==> src/rgbfog_pkg.sv <==
// ----------------------------------------------------------------------------
// rgbfog_pkg
// Shared types and constants for the 16-bit fog colour adjust block.
// ----------------------------------------------------------------------------
`default_nettype none

package rgbfog_pkg;

   // Mask byte that marks a pixel for fogging
   localparam logic [7:0] FOG_MARK = 8'd239;

   // Channel arithmetic constants
   localparam int unsigned FOG_DIVISOR      = 30000;
   localparam int unsigned FOG_BRIGHT_SCALE = 76800;
   localparam int unsigned FOG_GRAY_SCALE   = 100;

   // Non-negative sums at or above this clamp to 255
   localparam logic [28:0] CLAMP_LIMIT = 29'(256 * FOG_DIVISOR);

   // floor(x / 30000) == (x * RECIP) >> RECIP_SHIFT for all x < 2^23
   localparam int unsigned RECIP_SHIFT = 38;
   localparam longint unsigned RECIP_FULL =
      ((64'd1 << RECIP_SHIFT) + 64'(FOG_DIVISOR) - 64'd1) / 64'(FOG_DIVISOR);
   localparam logic [23:0] RECIP = 24'(RECIP_FULL);

   // Register indexes
   typedef enum logic [1:0] {
      CSR_PIXEL_FORMAT = 2'd0,
      CSR_SATURATION   = 2'd1,
      CSR_CONTRAST     = 2'd2,
      CSR_BRIGHTNESS   = 2'd3
   } csr_idx_type;

   typedef struct packed {
      logic       pixel_format;   // 1 = RGB565, 0 = RGB555
      logic [7:0] saturation;
      logic [7:0] contrast;
      logic [6:0] brightness;
   } cfg_type;

   // Load enables of the channel pipeline stages
   typedef struct packed {
      logic s1;
      logic s2;
      logic s3;
   } adv_type;

endpackage

`default_nettype wire

==> src/rgb16_fog_color_adjust.sv <==
// ----------------------------------------------------------------------------
// rgb16_fog_color_adjust
// Fog tint for 16-bit RGB555/RGB565 pixels with saturation, contrast and
// brightness controls, one word per clock while the output is not stalled.
// ----------------------------------------------------------------------------
// A user's note: the block takes one pixel word per clock while the result
// side does not stall, and returns one pixel word for each, in order. The
// channel datapath holds deviation from gray, the saturation multiply, the
// contrast multiply and the clamp with a reciprocal multiply for the divide
// by 30000, each behind its own register. Stages move independently, so
// bubbles are squeezed out and a new word is still taken while the output
// register waits, as long as a stage before it is free. Pixels whose mask
// byte is 239, or that carry the force bit, are adjusted; all others leave
// unchanged. Write the registers only while the block is idle.
// ----------------------------------------------------------------------------
`default_nettype none

module rgb16_fog_color_adjust (
   input  wire logic        clock,
   input  wire logic        reset,
   // request channel
   input  wire logic        req_valid,
   output logic             req_ready,
   input  wire logic [15:0] req_pixel_in,
   input  wire logic [7:0]  req_mask_index,
   input  wire logic        req_force_req,
   // response channel
   output logic             rsp_valid,
   input  wire logic        rsp_ready,
   output logic [15:0]      rsp_pixel_out,
   // configuration
   input  wire logic        csr_we,
   input  wire logic [1:0]  csr_index,
   input  wire logic [7:0]  csr_wdata
);
   import rgbfog_pkg::*;

   cfg_type cfg;
   adv_type en;
   logic    en_out;

   // --- configuration ------------------------------------------------------
   rgbfog_csr u_csr (
      .clock     (clock),
      .reset     (reset),
      .csr_we    (csr_we),
      .csr_index (csr_index),
      .csr_wdata (csr_wdata),
      .cfg       (cfg)
   );

   // --- stage control ------------------------------------------------------
   // A stage loads when it is empty or its word moves on in the same cycle.
   logic v1_ff, v2_ff, v3_ff, rsp_valid_ff;

   assign en_out    = !rsp_valid_ff || rsp_ready;
   assign en.s3     = !v3_ff || en_out;
   assign en.s2     = !v2_ff || en.s3;
   assign en.s1     = !v1_ff || en.s2;
   assign req_ready = en.s1;

   always_ff @(posedge clock) begin
      if (reset) begin
         v1_ff        <= 1'b0;
         v2_ff        <= 1'b0;
         v3_ff        <= 1'b0;
         rsp_valid_ff <= 1'b0;
      end else begin
         if (en.s1) v1_ff <= req_valid;
         if (en.s2) v2_ff <= v1_ff;
         if (en.s3) v3_ff <= v2_ff;
         if (en_out) rsp_valid_ff <= v3_ff;
      end
   end

   // --- unpack -------------------------------------------------------------
   // Channels widened to 8 bits with zero low bits; bit 15 ignored in RGB555.
   logic [7:0] r8, g8, b8;
   logic [9:0] sum;
   logic       fog_in;

   assign r8 = {req_pixel_in[4:0], 3'b000};
   assign g8 = cfg.pixel_format ? {req_pixel_in[10:5], 2'b00}
                                : {req_pixel_in[9:5], 3'b000};
   assign b8 = cfg.pixel_format ? {req_pixel_in[15:11], 3'b000}
                                : {req_pixel_in[14:10], 3'b000};
   assign sum    = 10'(r8) + 10'(g8) + 10'(b8);
   assign fog_in = req_force_req || (req_mask_index == FOG_MARK);

   // --- pass-through word and fog flag travel beside the datapath ---------
   logic [15:0] pix1_ff, pix2_ff, pix3_ff;
   logic        fog1_ff, fog2_ff, fog3_ff;

   always_ff @(posedge clock) begin
      if (en.s1) begin
         pix1_ff <= req_pixel_in;
         fog1_ff <= fog_in;
      end
      if (en.s2) begin
         pix2_ff <= pix1_ff;
         fog2_ff <= fog1_ff;
      end
      if (en.s3) begin
         pix3_ff <= pix2_ff;
         fog3_ff <= fog2_ff;
      end
   end

   // --- channel datapaths --------------------------------------------------
   logic [7:0] r_adj, g_adj, b_adj;

   rgbfog_chan u_chan_r (
      .clock    (clock),
      .cfg      (cfg),
      .en       (en),
      .chan_in  (r8),
      .sum_in   (sum),
      .chan_out (r_adj)
   );

   rgbfog_chan u_chan_g (
      .clock    (clock),
      .cfg      (cfg),
      .en       (en),
      .chan_in  (g8),
      .sum_in   (sum),
      .chan_out (g_adj)
   );

   rgbfog_chan u_chan_b (
      .clock    (clock),
      .cfg      (cfg),
      .en       (en),
      .chan_in  (b8),
      .sum_in   (sum),
      .chan_out (b_adj)
   );

   // --- repack and output register -----------------------------------------
   logic [15:0] packed_pix;
   logic [15:0] rsp_pixel_ff;
   logic [15:0] rsp_pixel_in;

   assign packed_pix = cfg.pixel_format ? {b_adj[7:3], g_adj[7:2], r_adj[7:3]}
                                        : {1'b0, b_adj[7:3], g_adj[7:3], r_adj[7:3]};
   assign rsp_pixel_in = fog3_ff ? packed_pix : pix3_ff;

   always_ff @(posedge clock) begin
      if (en_out) begin
         rsp_pixel_ff <= rsp_pixel_in;
      end
   end

   assign rsp_valid     = rsp_valid_ff;
   assign rsp_pixel_out = rsp_pixel_ff;

   // --- assertions ---------------------------------------------------------
`ifndef SYNTHESIS
   // back-pressure reaches the input only with every stage occupied
   a_ready_only_when_full: assert property (@(posedge clock) disable iff (reset)
      !req_ready |-> (v1_ff && v2_ff && v3_ff && rsp_valid_ff))
      else $error("request side stalled with a free stage");

   // a held stage 3 keeps its word
   a_stage3_hold: assert property (@(posedge clock) disable iff (reset)
      (v3_ff && !en.s3) |=> (v3_ff && $stable(pix3_ff) && $stable(fog3_ff)))
      else $error("stalled stage 3 word changed");

   // an adjusted RGB555 pixel leaves with bit 15 clear
   a_rgb555_top_bit: assert property (@(posedge clock) disable iff (reset)
      (v3_ff && en_out && fog3_ff && !cfg.pixel_format) |=> !rsp_pixel_out[15])
      else $error("adjusted RGB555 pixel has bit 15 set");
`endif

endmodule

`default_nettype wire

==> src/rgbfog_csr.sv <==
// ----------------------------------------------------------------------------
// rgbfog_csr
// Configuration registers, written through a plain write port.
// ----------------------------------------------------------------------------
`default_nettype none

module rgbfog_csr (
   input  wire logic               clock,
   input  wire logic               reset,
   input  wire logic               csr_we,
   input  wire logic [1:0]         csr_index,
   input  wire logic [7:0]         csr_wdata,
   output rgbfog_pkg::cfg_type     cfg
);
   import rgbfog_pkg::*;

   cfg_type cfg_ff;
   cfg_type cfg_in;

   always_comb begin
      cfg_in = cfg_ff;
      if (csr_we) begin
         unique case (csr_idx_type'(csr_index))
            CSR_PIXEL_FORMAT: cfg_in.pixel_format = csr_wdata[0];
            CSR_SATURATION:   cfg_in.saturation   = csr_wdata;
            CSR_CONTRAST:     cfg_in.contrast     = csr_wdata;
            CSR_BRIGHTNESS:   cfg_in.brightness   = csr_wdata[6:0];
            default:          cfg_in = cfg_ff;
         endcase
      end
   end

   always_ff @(posedge clock) begin
      if (reset) begin
         cfg_ff.pixel_format <= 1'b1;
         cfg_ff.saturation   <= 8'd40;
         cfg_ff.contrast     <= 8'd50;
         cfg_ff.brightness   <= 7'd10;
      end else begin
         cfg_ff <= cfg_in;
      end
   end

   assign cfg = cfg_ff;

endmodule

`default_nettype wire

==> src/rgbfog_chan.sv <==
// ----------------------------------------------------------------------------
// rgbfog_chan
// Three-stage arithmetic for one colour channel: deviation from gray,
// saturation and contrast products, then clamp and divide by 30000.
// ----------------------------------------------------------------------------
`default_nettype none

module rgbfog_chan (
   input  wire logic                clock,
   input  wire rgbfog_pkg::cfg_type cfg,
   input  wire rgbfog_pkg::adv_type en,
   input  wire logic [7:0]          chan_in,
   input  wire logic [9:0]          sum_in,
   output logic [7:0]               chan_out
);
   import rgbfog_pkg::*;

   // stage 1: 3c - v and 100v
   logic [10:0]        c3;
   logic signed [10:0] dev_in;
   logic signed [10:0] dev_ff;
   logic [16:0]        v100_in;
   logic [16:0]        v100_ff;

   // stage 2: dev*sat + 100v
   logic signed [19:0] prod1;
   logic signed [19:0] t1_in;
   logic signed [19:0] t1_ff;

   // stage 3: t1*con + bri*76800
   logic signed [28:0] prod2;
   logic [23:0]        bri_off;
   logic signed [28:0] t2_in;
   logic signed [28:0] t2_ff;

   // clamp and reciprocal divide
   logic [46:0]        rprod;

   assign c3      = 11'(chan_in) * 11'd3;
   assign dev_in  = $signed(c3 - {1'b0, sum_in});
   assign v100_in = 17'(sum_in) * 17'(FOG_GRAY_SCALE);

   assign prod1 = dev_ff * $signed({1'b0, cfg.saturation});
   assign t1_in = prod1 + $signed({3'b000, v100_ff});

   assign bri_off = 24'(cfg.brightness) * 24'(FOG_BRIGHT_SCALE);
   assign prod2   = t1_ff * $signed({1'b0, cfg.contrast});
   assign t2_in   = prod2 + $signed({5'b00000, bri_off});

   always_ff @(posedge clock) begin
      if (en.s1) begin
         dev_ff  <= dev_in;
         v100_ff <= v100_in;
      end
      if (en.s2) begin
         t1_ff <= t1_in;
      end
      if (en.s3) begin
         t2_ff <= t2_in;
      end
   end

   // below the clamp limit the sum fits 23 bits
   assign rprod = 47'(t2_ff[22:0]) * 47'(RECIP);

   always_comb begin
      priority if (t2_ff[28]) begin
         chan_out = 8'd0;
      end else if ($unsigned(t2_ff) >= CLAMP_LIMIT) begin
         chan_out = 8'd255;
      end else begin
         chan_out = rprod[RECIP_SHIFT +: 8];
      end
   end

endmodule

`default_nettype wire

==> config.mk <==
export PLATFORM = sky130hd
export DESIGN_NAME = rgb16_fog_color_adjust
export DESIGN_NICKNAME = d
export VERILOG_FILES = /design/src/rgbfog_pkg.sv /design/src/rgb16_fog_color_adjust.sv /design/src/rgbfog_csr.sv /design/src/rgbfog_chan.sv
export SDC_FILE = /design/constraint.sdc
export NUM_CORES = 2
export LEC_CHECK = 0
export BUFFER_PORTS_ARGS = -buffer_cell sky130_fd_sc_hd__buf_2
export CAP_MARGIN = 15
export CORE_ASPECT_RATIO = 0.75
export CORE_MARGIN = 2
export CORE_UTILIZATION = 40
export DETAILED_ROUTE_END_ITERATION = 16
export SLEW_MARGIN = 5
export SYNTH_ARGS = -nofsm -noshare
export SYNTH_HDL_FRONTEND = slang
export SYNTH_SLANG_ARGS = --single-unit
export TNS_END_PERCENT = 50
==> constraint.sdc <==
create_clock -name clock -period 6.1 [get_ports clock]
set_input_delay 1.22 -clock clock [delete_from_list [all_inputs] [get_ports clock]]
set_output_delay 1.22 -clock clock [all_outputs]
set_load 0.005 [all_outputs]
[Yosys cells after proc, flatten, opt, wreduce, memory -nomap -nowiden]
Cells that the tools add are included.
Operators by class
  div/mod/pow operators: 0
  $lt $le $gt $ge: 3
  mux-type cells: 10
  add/subtract/negate cells: 11
  $mul: 14
  bitwise operators: 0
  shifts and indexed selects: 0
  equal/unequal tests: 4
  reductions and logical operators: 14
Operator list (number)
  multiplier 23 x 24 -> 46 bit (second input constant): 3
  adder 29 x 25 -> 29 bit: 3
  greater-or-equal comparator 29 x 23 -> 1 bit (second input constant): 3
  multiplier 20 x 9 -> 29 bit: 3
  two-way mux 8 bit: 8
  adder 20 x 18 -> 20 bit: 3
  multiplier 11 x 9 -> 20 bit: 3
  subtractor 10 x 10 -> 11 bit: 3
  two-way mux 16 bit: 2
  multiplier 8 x 2 -> 10 bit (second input constant): 2
  multiplier 10 x 5 -> 15 bit (second input constant): 1
  multiplier 7 x 7 -> 14 bit (second input constant): 1
  adder 9 x 8 -> 10 bit: 1
  adder 8 x 8 -> 9 bit: 1
  equality test 8 bit (second input constant): 1
  AND reduction 2 bit: 4
  multiplier 5 x 2 -> 7 bit (second input constant): 1
  logical OR 1 bit: 5
  equality test 2 bit (second input constant): 2
  zero test 1 bit: 4
  equality test 2 x 1 -> 1 bit (second input constant): 1
  zero test 2 bit: 1
Word-level totals
  output and inout port bits: 18
  memory bits (read-only): 0
  word-level logic and storage cells: 81
  memories kept: 0
  bits in registers: 290
  input bits: 40
  memory bits (writable): 0
  bits in latches: 0

[Depth between registers and ports, before layout]
  depth after elaboration: 5
  gate-level depth with buffers: 24
  mapped depth without buffers: 24

[Hierarchy]
A second synthesis with hierarchy kept.
Unflattened totals
  cell total of the unflattened synthesis: 7336
  area total of the unflattened synthesis: 74118.6 um^2
By module, submodules not included
  rgbfog_chan (u_chan_r): sequential area each 2252.2 um^2, instances 1, area an instance 23555.1 um^2, cells an instance 2380
  rgbfog_chan (u_chan_b): sequential area each 2252.2 um^2, instances 1, area an instance 23543.8 um^2, cells an instance 2387
  rgbfog_chan (u_chan_g): sequential area each 2252.2 um^2, instances 1, area an instance 23075.9 um^2, cells an instance 2296
  rgb16_fog_color_adjust: sequential area each 2092.0 um^2, instances 1, area an instance 2932.8 um^2, cells an instance 175
  rgbfog_csr: sequential area each 480.5 um^2, instances 1, area an instance 1011.0 um^2, cells an instance 98

[Worst setup path before layout]
No wires, ideal clock.
  path kind: register -> register
  from: reg u_chan_r.t2_ff[5]
  to: reg rsp_pixel_ff[3] (netlist: rsp_pixel_out[3]) (data pin)
  path slack: -0.330 ns
  data required time: 5.837 ns
  clock period less this slack: 6.430 ns
  cell stages (with the launch flop): 24
  setup time: 0.263 ns
  buffers on the path: 0
  arrival: 6.167 ns
  cells stage by stage: edfxtp_1 -> inv_1 -> fa_1 -> inv_1 -> fa_1 -> inv_1 -> fa_1 -> inv_1 -> fa_1 -> fa_1 -> fa_1 -> inv_1 -> fa_1 -> inv_1 -> ha_1 -> a21o_1 -> a21o_1 -> a21oi_1 -> o31a_1 -> a31oi_1 -> a2bb2oi_1 -> a221oi_1 -> xnor2_1 -> a2bb2oi_1
Between the ends
  longest elaborated chain between the ends: 5
  elaborated cells on any way between the ends: 6
  those cells by class: mul (1); order compare (1); mux (4)
Ends and longest elaborated chain
  from (decl): line rgbfog_chan.sv:34  | logic signed [28:0] t2_ff;
  from (signal assigned): line rgbfog_chan.sv:59  | t2_ff <= t2_in;
  multiplier 23 x 24 -> 46 bit / greater-or-equal comparator 29 x 23 -> 1 bit (equally long branches): line rgbfog_chan.sv:64, rgbfog_chan.sv:69
  two-way mux 8 bit (*): line rgbfog_chan.sv:69  | end else if ($unsigned(t2_ff) >= CLAMP_LIMIT) begin
  two-way mux 8 bit (*): line rgbfog_chan.sv:67  | priority if (t2_ff[28]) begin
  two-way mux 16 bit (*): line rgb16_fog_color_adjust.sv:144  | assign packed_pix = cfg.pixel_format ? {b_adj[7:3], g_adj[7:2], r_adj[7:3]}
  two-way mux 16 bit (*): line rgb16_fog_color_adjust.sv:146  | assign rsp_pixel_in = fog3_ff ? packed_pix : pix3_ff;
  net rsp_pixel_in[3]: line rgb16_fog_color_adjust.sv:142  | logic [15:0] rsp_pixel_in;
  to (signal assigned): line rgb16_fog_color_adjust.sv:150  | rsp_pixel_ff <= rsp_pixel_in;
  to (decl): line rgb16_fog_color_adjust.sv:141  | logic [15:0] rsp_pixel_ff;
The timed path passes the listed nets; every way through them passes the cells marked *.
A chain may end at the register's enable or synchronous reset.

[Final worst setup path]
  from: reg u_chan_r.t2_ff[6]
  to: reg rsp_pixel_ff[4] (netlist: rsp_pixel_out[4]) (data pin)
Same word-level chain as after synthesis.

==> impl_metrics.tcl <==
set metrics [dict create \
    status "finished with violations" \
    violations "negative setup slack" \
    worstHoldStart "pix2_ff[3]" \
    fillCellCount 14500 \
    synthCells 5997 \
    drc_errors 0 \
    syn_area_per_cell_um2 10.3 \
    fin_area_um2 69200 \
    crit_fanout 4 \
    cts_sinks 263 \
    drt-total-wl_um 150000 \
    period_minus_slack_ns 6.58 \
    synth-seq-cells 263 \
    min_path_type "flop to flop" \
    rows 124 \
    grt_pass1_vias 43400 \
    htreeDepth 2 \
    yosysTopAreaCellShare_pct 38.0 \
    synth_edf_count 235 \
    crit_arrival_ns 6.90 \
    syn_area_um2 61600 \
    globalRouteOverflowTotal 0 \
    ys_async_sr_fraction_pct 0 \
    clock_path_buffers 3 \
    die_x_um 457 \
    synth_ff_type "edfxtp_1" \
    pin_count 58 \
    numCtsBuffers 34 \
    mostFrequentLayoutCells "1669 x inv_1, 1148 x fa_1, 1074 x ha_1" \
    multiInputGateArea_um2 48100 \
    initial_core_util_pct 40.3 \
    grt_usage_pct 19.6 \
    yosys.area.top_type "fa_1" \
    placed_area_um2 67200 \
    antenna_found_initial 5 \
    final_net_count 8730 \
    startpoint "u_chan_r.t2_ff[6]" \
    grt_first_pass_wirelength_um 242000 \
    wl_met2_um 63400 \
    portBuffers 57 \
    wl_met1_um 75500 \
    synth-adder-area-share_pct 60.2 \
    worst_slew_pin_slew_ns 0.930 \
    finClkSkew_ns 0.0338 \
    maxSlewViolCount 0 \
    yosys-top-cells-area "fa_1 38%, ha_1 22%, edfxtp_1 11%" \
    dieArea_um2 157000 \
    maxCapViolCount 0 \
    setup_viol 16 \
    timing.fmax_ghz 0.152 \
    finalHoldViolCount 0 \
    routabilityCongestion 0.939 \
    top_layer_used "met5" \
    endpoint_kind "flop" \
    final_common_cell "inv_1" \
    postRouteAntennaNets 0 \
    cts_tree "built" \
    synth_seq_area_share_pct 12.4 \
    vias_per_cell 4.78 \
    reg2reg_to "rsp_pixel_out[4]" \
    startpoint_type "flop" \
    synth.mux.area_fraction_pct 0.327 \
    fin_crit_sh_pct 108 \
    num_vias 40500 \
    slew_headroom_pct 38.0 \
    rr_startpoint "u_chan_r.t2_ff[6]" \
    drtPass1Iterations 6 \
    synth_top_family_by_area "adder cells" \
    synthSimpleGateAreaFrac_pct 8.41 \
    dp_hpwl_um 131000 \
    routedWlPerCell_um 17.8 \
    reg2reg_depth 23 \
    drt_iter0_drc 2576 \
    fin_ws_ns -0.482 \
    grt_max_degree 70 \
    drive_above_1_share_pct 10.4 \
    clock_latency_ns 0.59 \
    area_growth_pct 12.3 \
    coreArea_um2 153000 \
    seqCellArea_um2 7630 \
    rsz0062_at_grt "yes" \
    synth_compound_area_share_pct 5.02 \
    met3WireLength_um 8970 \
    cts_hold_buf 0 \
    clk_pin_slew_ns 0.06 \
    setup.worst_path.class "flop to flop" \
    r2r_slack_ns -0.48 \
    yosysWarningCount 0 \
    die_h_um 344 \
    synth_xor_area_share_pct 2.86 \
    root_buffer "clkbuf_16" \
    holdPathEnd "pix3_ff[3]" \
    synth.distinct_cells 73 \
    worstPathRequired_ns 6.42 \
    worst_hold_path.num_cells 0 \
]
[cell type report]
class	count	area share, %
Tap cell	2016	3.65
Multi-Input combinational cell	3977	69.5
Antenna cell	1	0.00362
Sequential cell	263	11.0
Inverter	1694	9.20
Clock inverter	22	0.302
Clock buffer	40	1.26
Timing Repair Buffer	459	5.04
[metrics by stage]
step / hold WS, ns / setup slack [ns] / util, % / setup TNS (ns) / cells
5_1_grt: 0.420 / -0.690 / 45.3 / -9.02 / 8472
3_5_place_dp: 0.406 / -0.720 / 44.0 / -9.14 / 8395
2_1_floorplan: 0.400 / -0.162 / - / -0.596 / 6009
3_3_place_gp: 0.401 / -0.612 / 44.0 / -7.76 / 8394
4_1_cts: 0.418 / -0.455 / 44.9 / -5.57 / 8463
6_report: 0.417 / -0.482 / 45.3 / -5.15 / 8472
[worst max-delay path: stages, from the launching register on]
cell	delay, ns
edfxtp_1	0.45
fa_2	0.67
buf_6	0.12
inv_4	0.03
fa_1	0.51
inv_2	0.04
fa_2	0.53
inv_2	0.04
fa_1	0.51
fa_2	0.46
fa_1	0.50
inv_1	0.05
fa_1	0.48
inv_1	0.05
ha_1	0.27
nand4_1	0.13
nor3_4	0.23
o311ai_4	0.17
a31oi_1	0.22
buf_4	0.17
a2bb2oi_2	0.17
buf_6	0.16
a221oi_4	0.08
o311a_1	0.30
[registers in the layout, summed over array words and instances, names as in the netlist, 9 cells and up]
register	count
u_chan_r.t2_ff	26
u_chan_g.t2_ff	26
u_chan_r.t1_ff	17
u_chan_b.t1_ff	18
u_chan_b.t2_ff	27
pix3_ff	16
u_chan_b.dev_ff	9
rsp_pixel_out	16
pix2_ff	16
u_chan_g.t1_ff	17
u_csr.cfg	24
u_chan_g.v100_ff	12
pix1_ff	16
[cell usage after synthesis, drive strengths merged, types with 4 or more instances]
cell type	n
mux2i	10
nand3b	7
clkbuf	75
a211oi	23
nor2	97
xor2	50
inv	1694
a211o	7
mux2	9
and2	386
o21a	13
nand2	334
nand4	22
ha	1093
a221oi	4
o211ai	14
o21bai	31
a31oi	14
a2bb2oi	6
dfxtp	28
or3	9
o311ai	4
nor4	4
a21boi	7
or2	9
nor2b	15
xnor2	151
edfxtp	235
a21oi	165
o31ai	7
a21o	62
a2111oi	6
nand3	38
or4	4
and3	21
o21ai	71
nor3	34
nand2b	20
fa	1168
[worst max-delay path by stage]
stage | depth (start not counted) | end | slack [ns]
floorplan | 21 | rsp_pixel_out[9] | -0.16
global placement | 21 | rsp_pixel_out[14] | -0.61
detailed placement | 21 | rsp_pixel_out[14] | -0.72
CTS | 23 | rsp_pixel_out[15] | -0.46
global route | 24 | rsp_pixel_out[3] | -0.69
finish | 23 | rsp_pixel_out[4] | -0.48
[layer usage]
| metal | vias to the layer above | global-route usage [%] |
|---|---|---|
| met4 | 2 | 3.16 |
| met1 | 20300 | 29.6 |
| met5 | - | 0 |
| met3 | 126 | 3.87 |
| met2 | 781 | 29.6 |
| li1 | 19300 | - |
[timing repair]
action | 4_1_cts | 5_1_grt
buffers inserted | 8 | 9
endpoints found under the setup margin | 17 | 30
pin swaps | 46 | 86
resized for setup | 57 | 100
[logic make-up (layout without fill, tap and decap cells)]
kind of cell	after synthesis	in the layout
AOI/OAI and AO/OA	473	473
xor gates and xnor gates	201	201
adders and majority gates	2261	2261
buffers and inverters	1769	2215
DFF	263	263
muxes	19	19
other	2	15
and+or+nand+nor	1009	1009
Power is not shown: default switching activity piles up to over one toggle a cycle in this logic, so the estimate is an artifact.
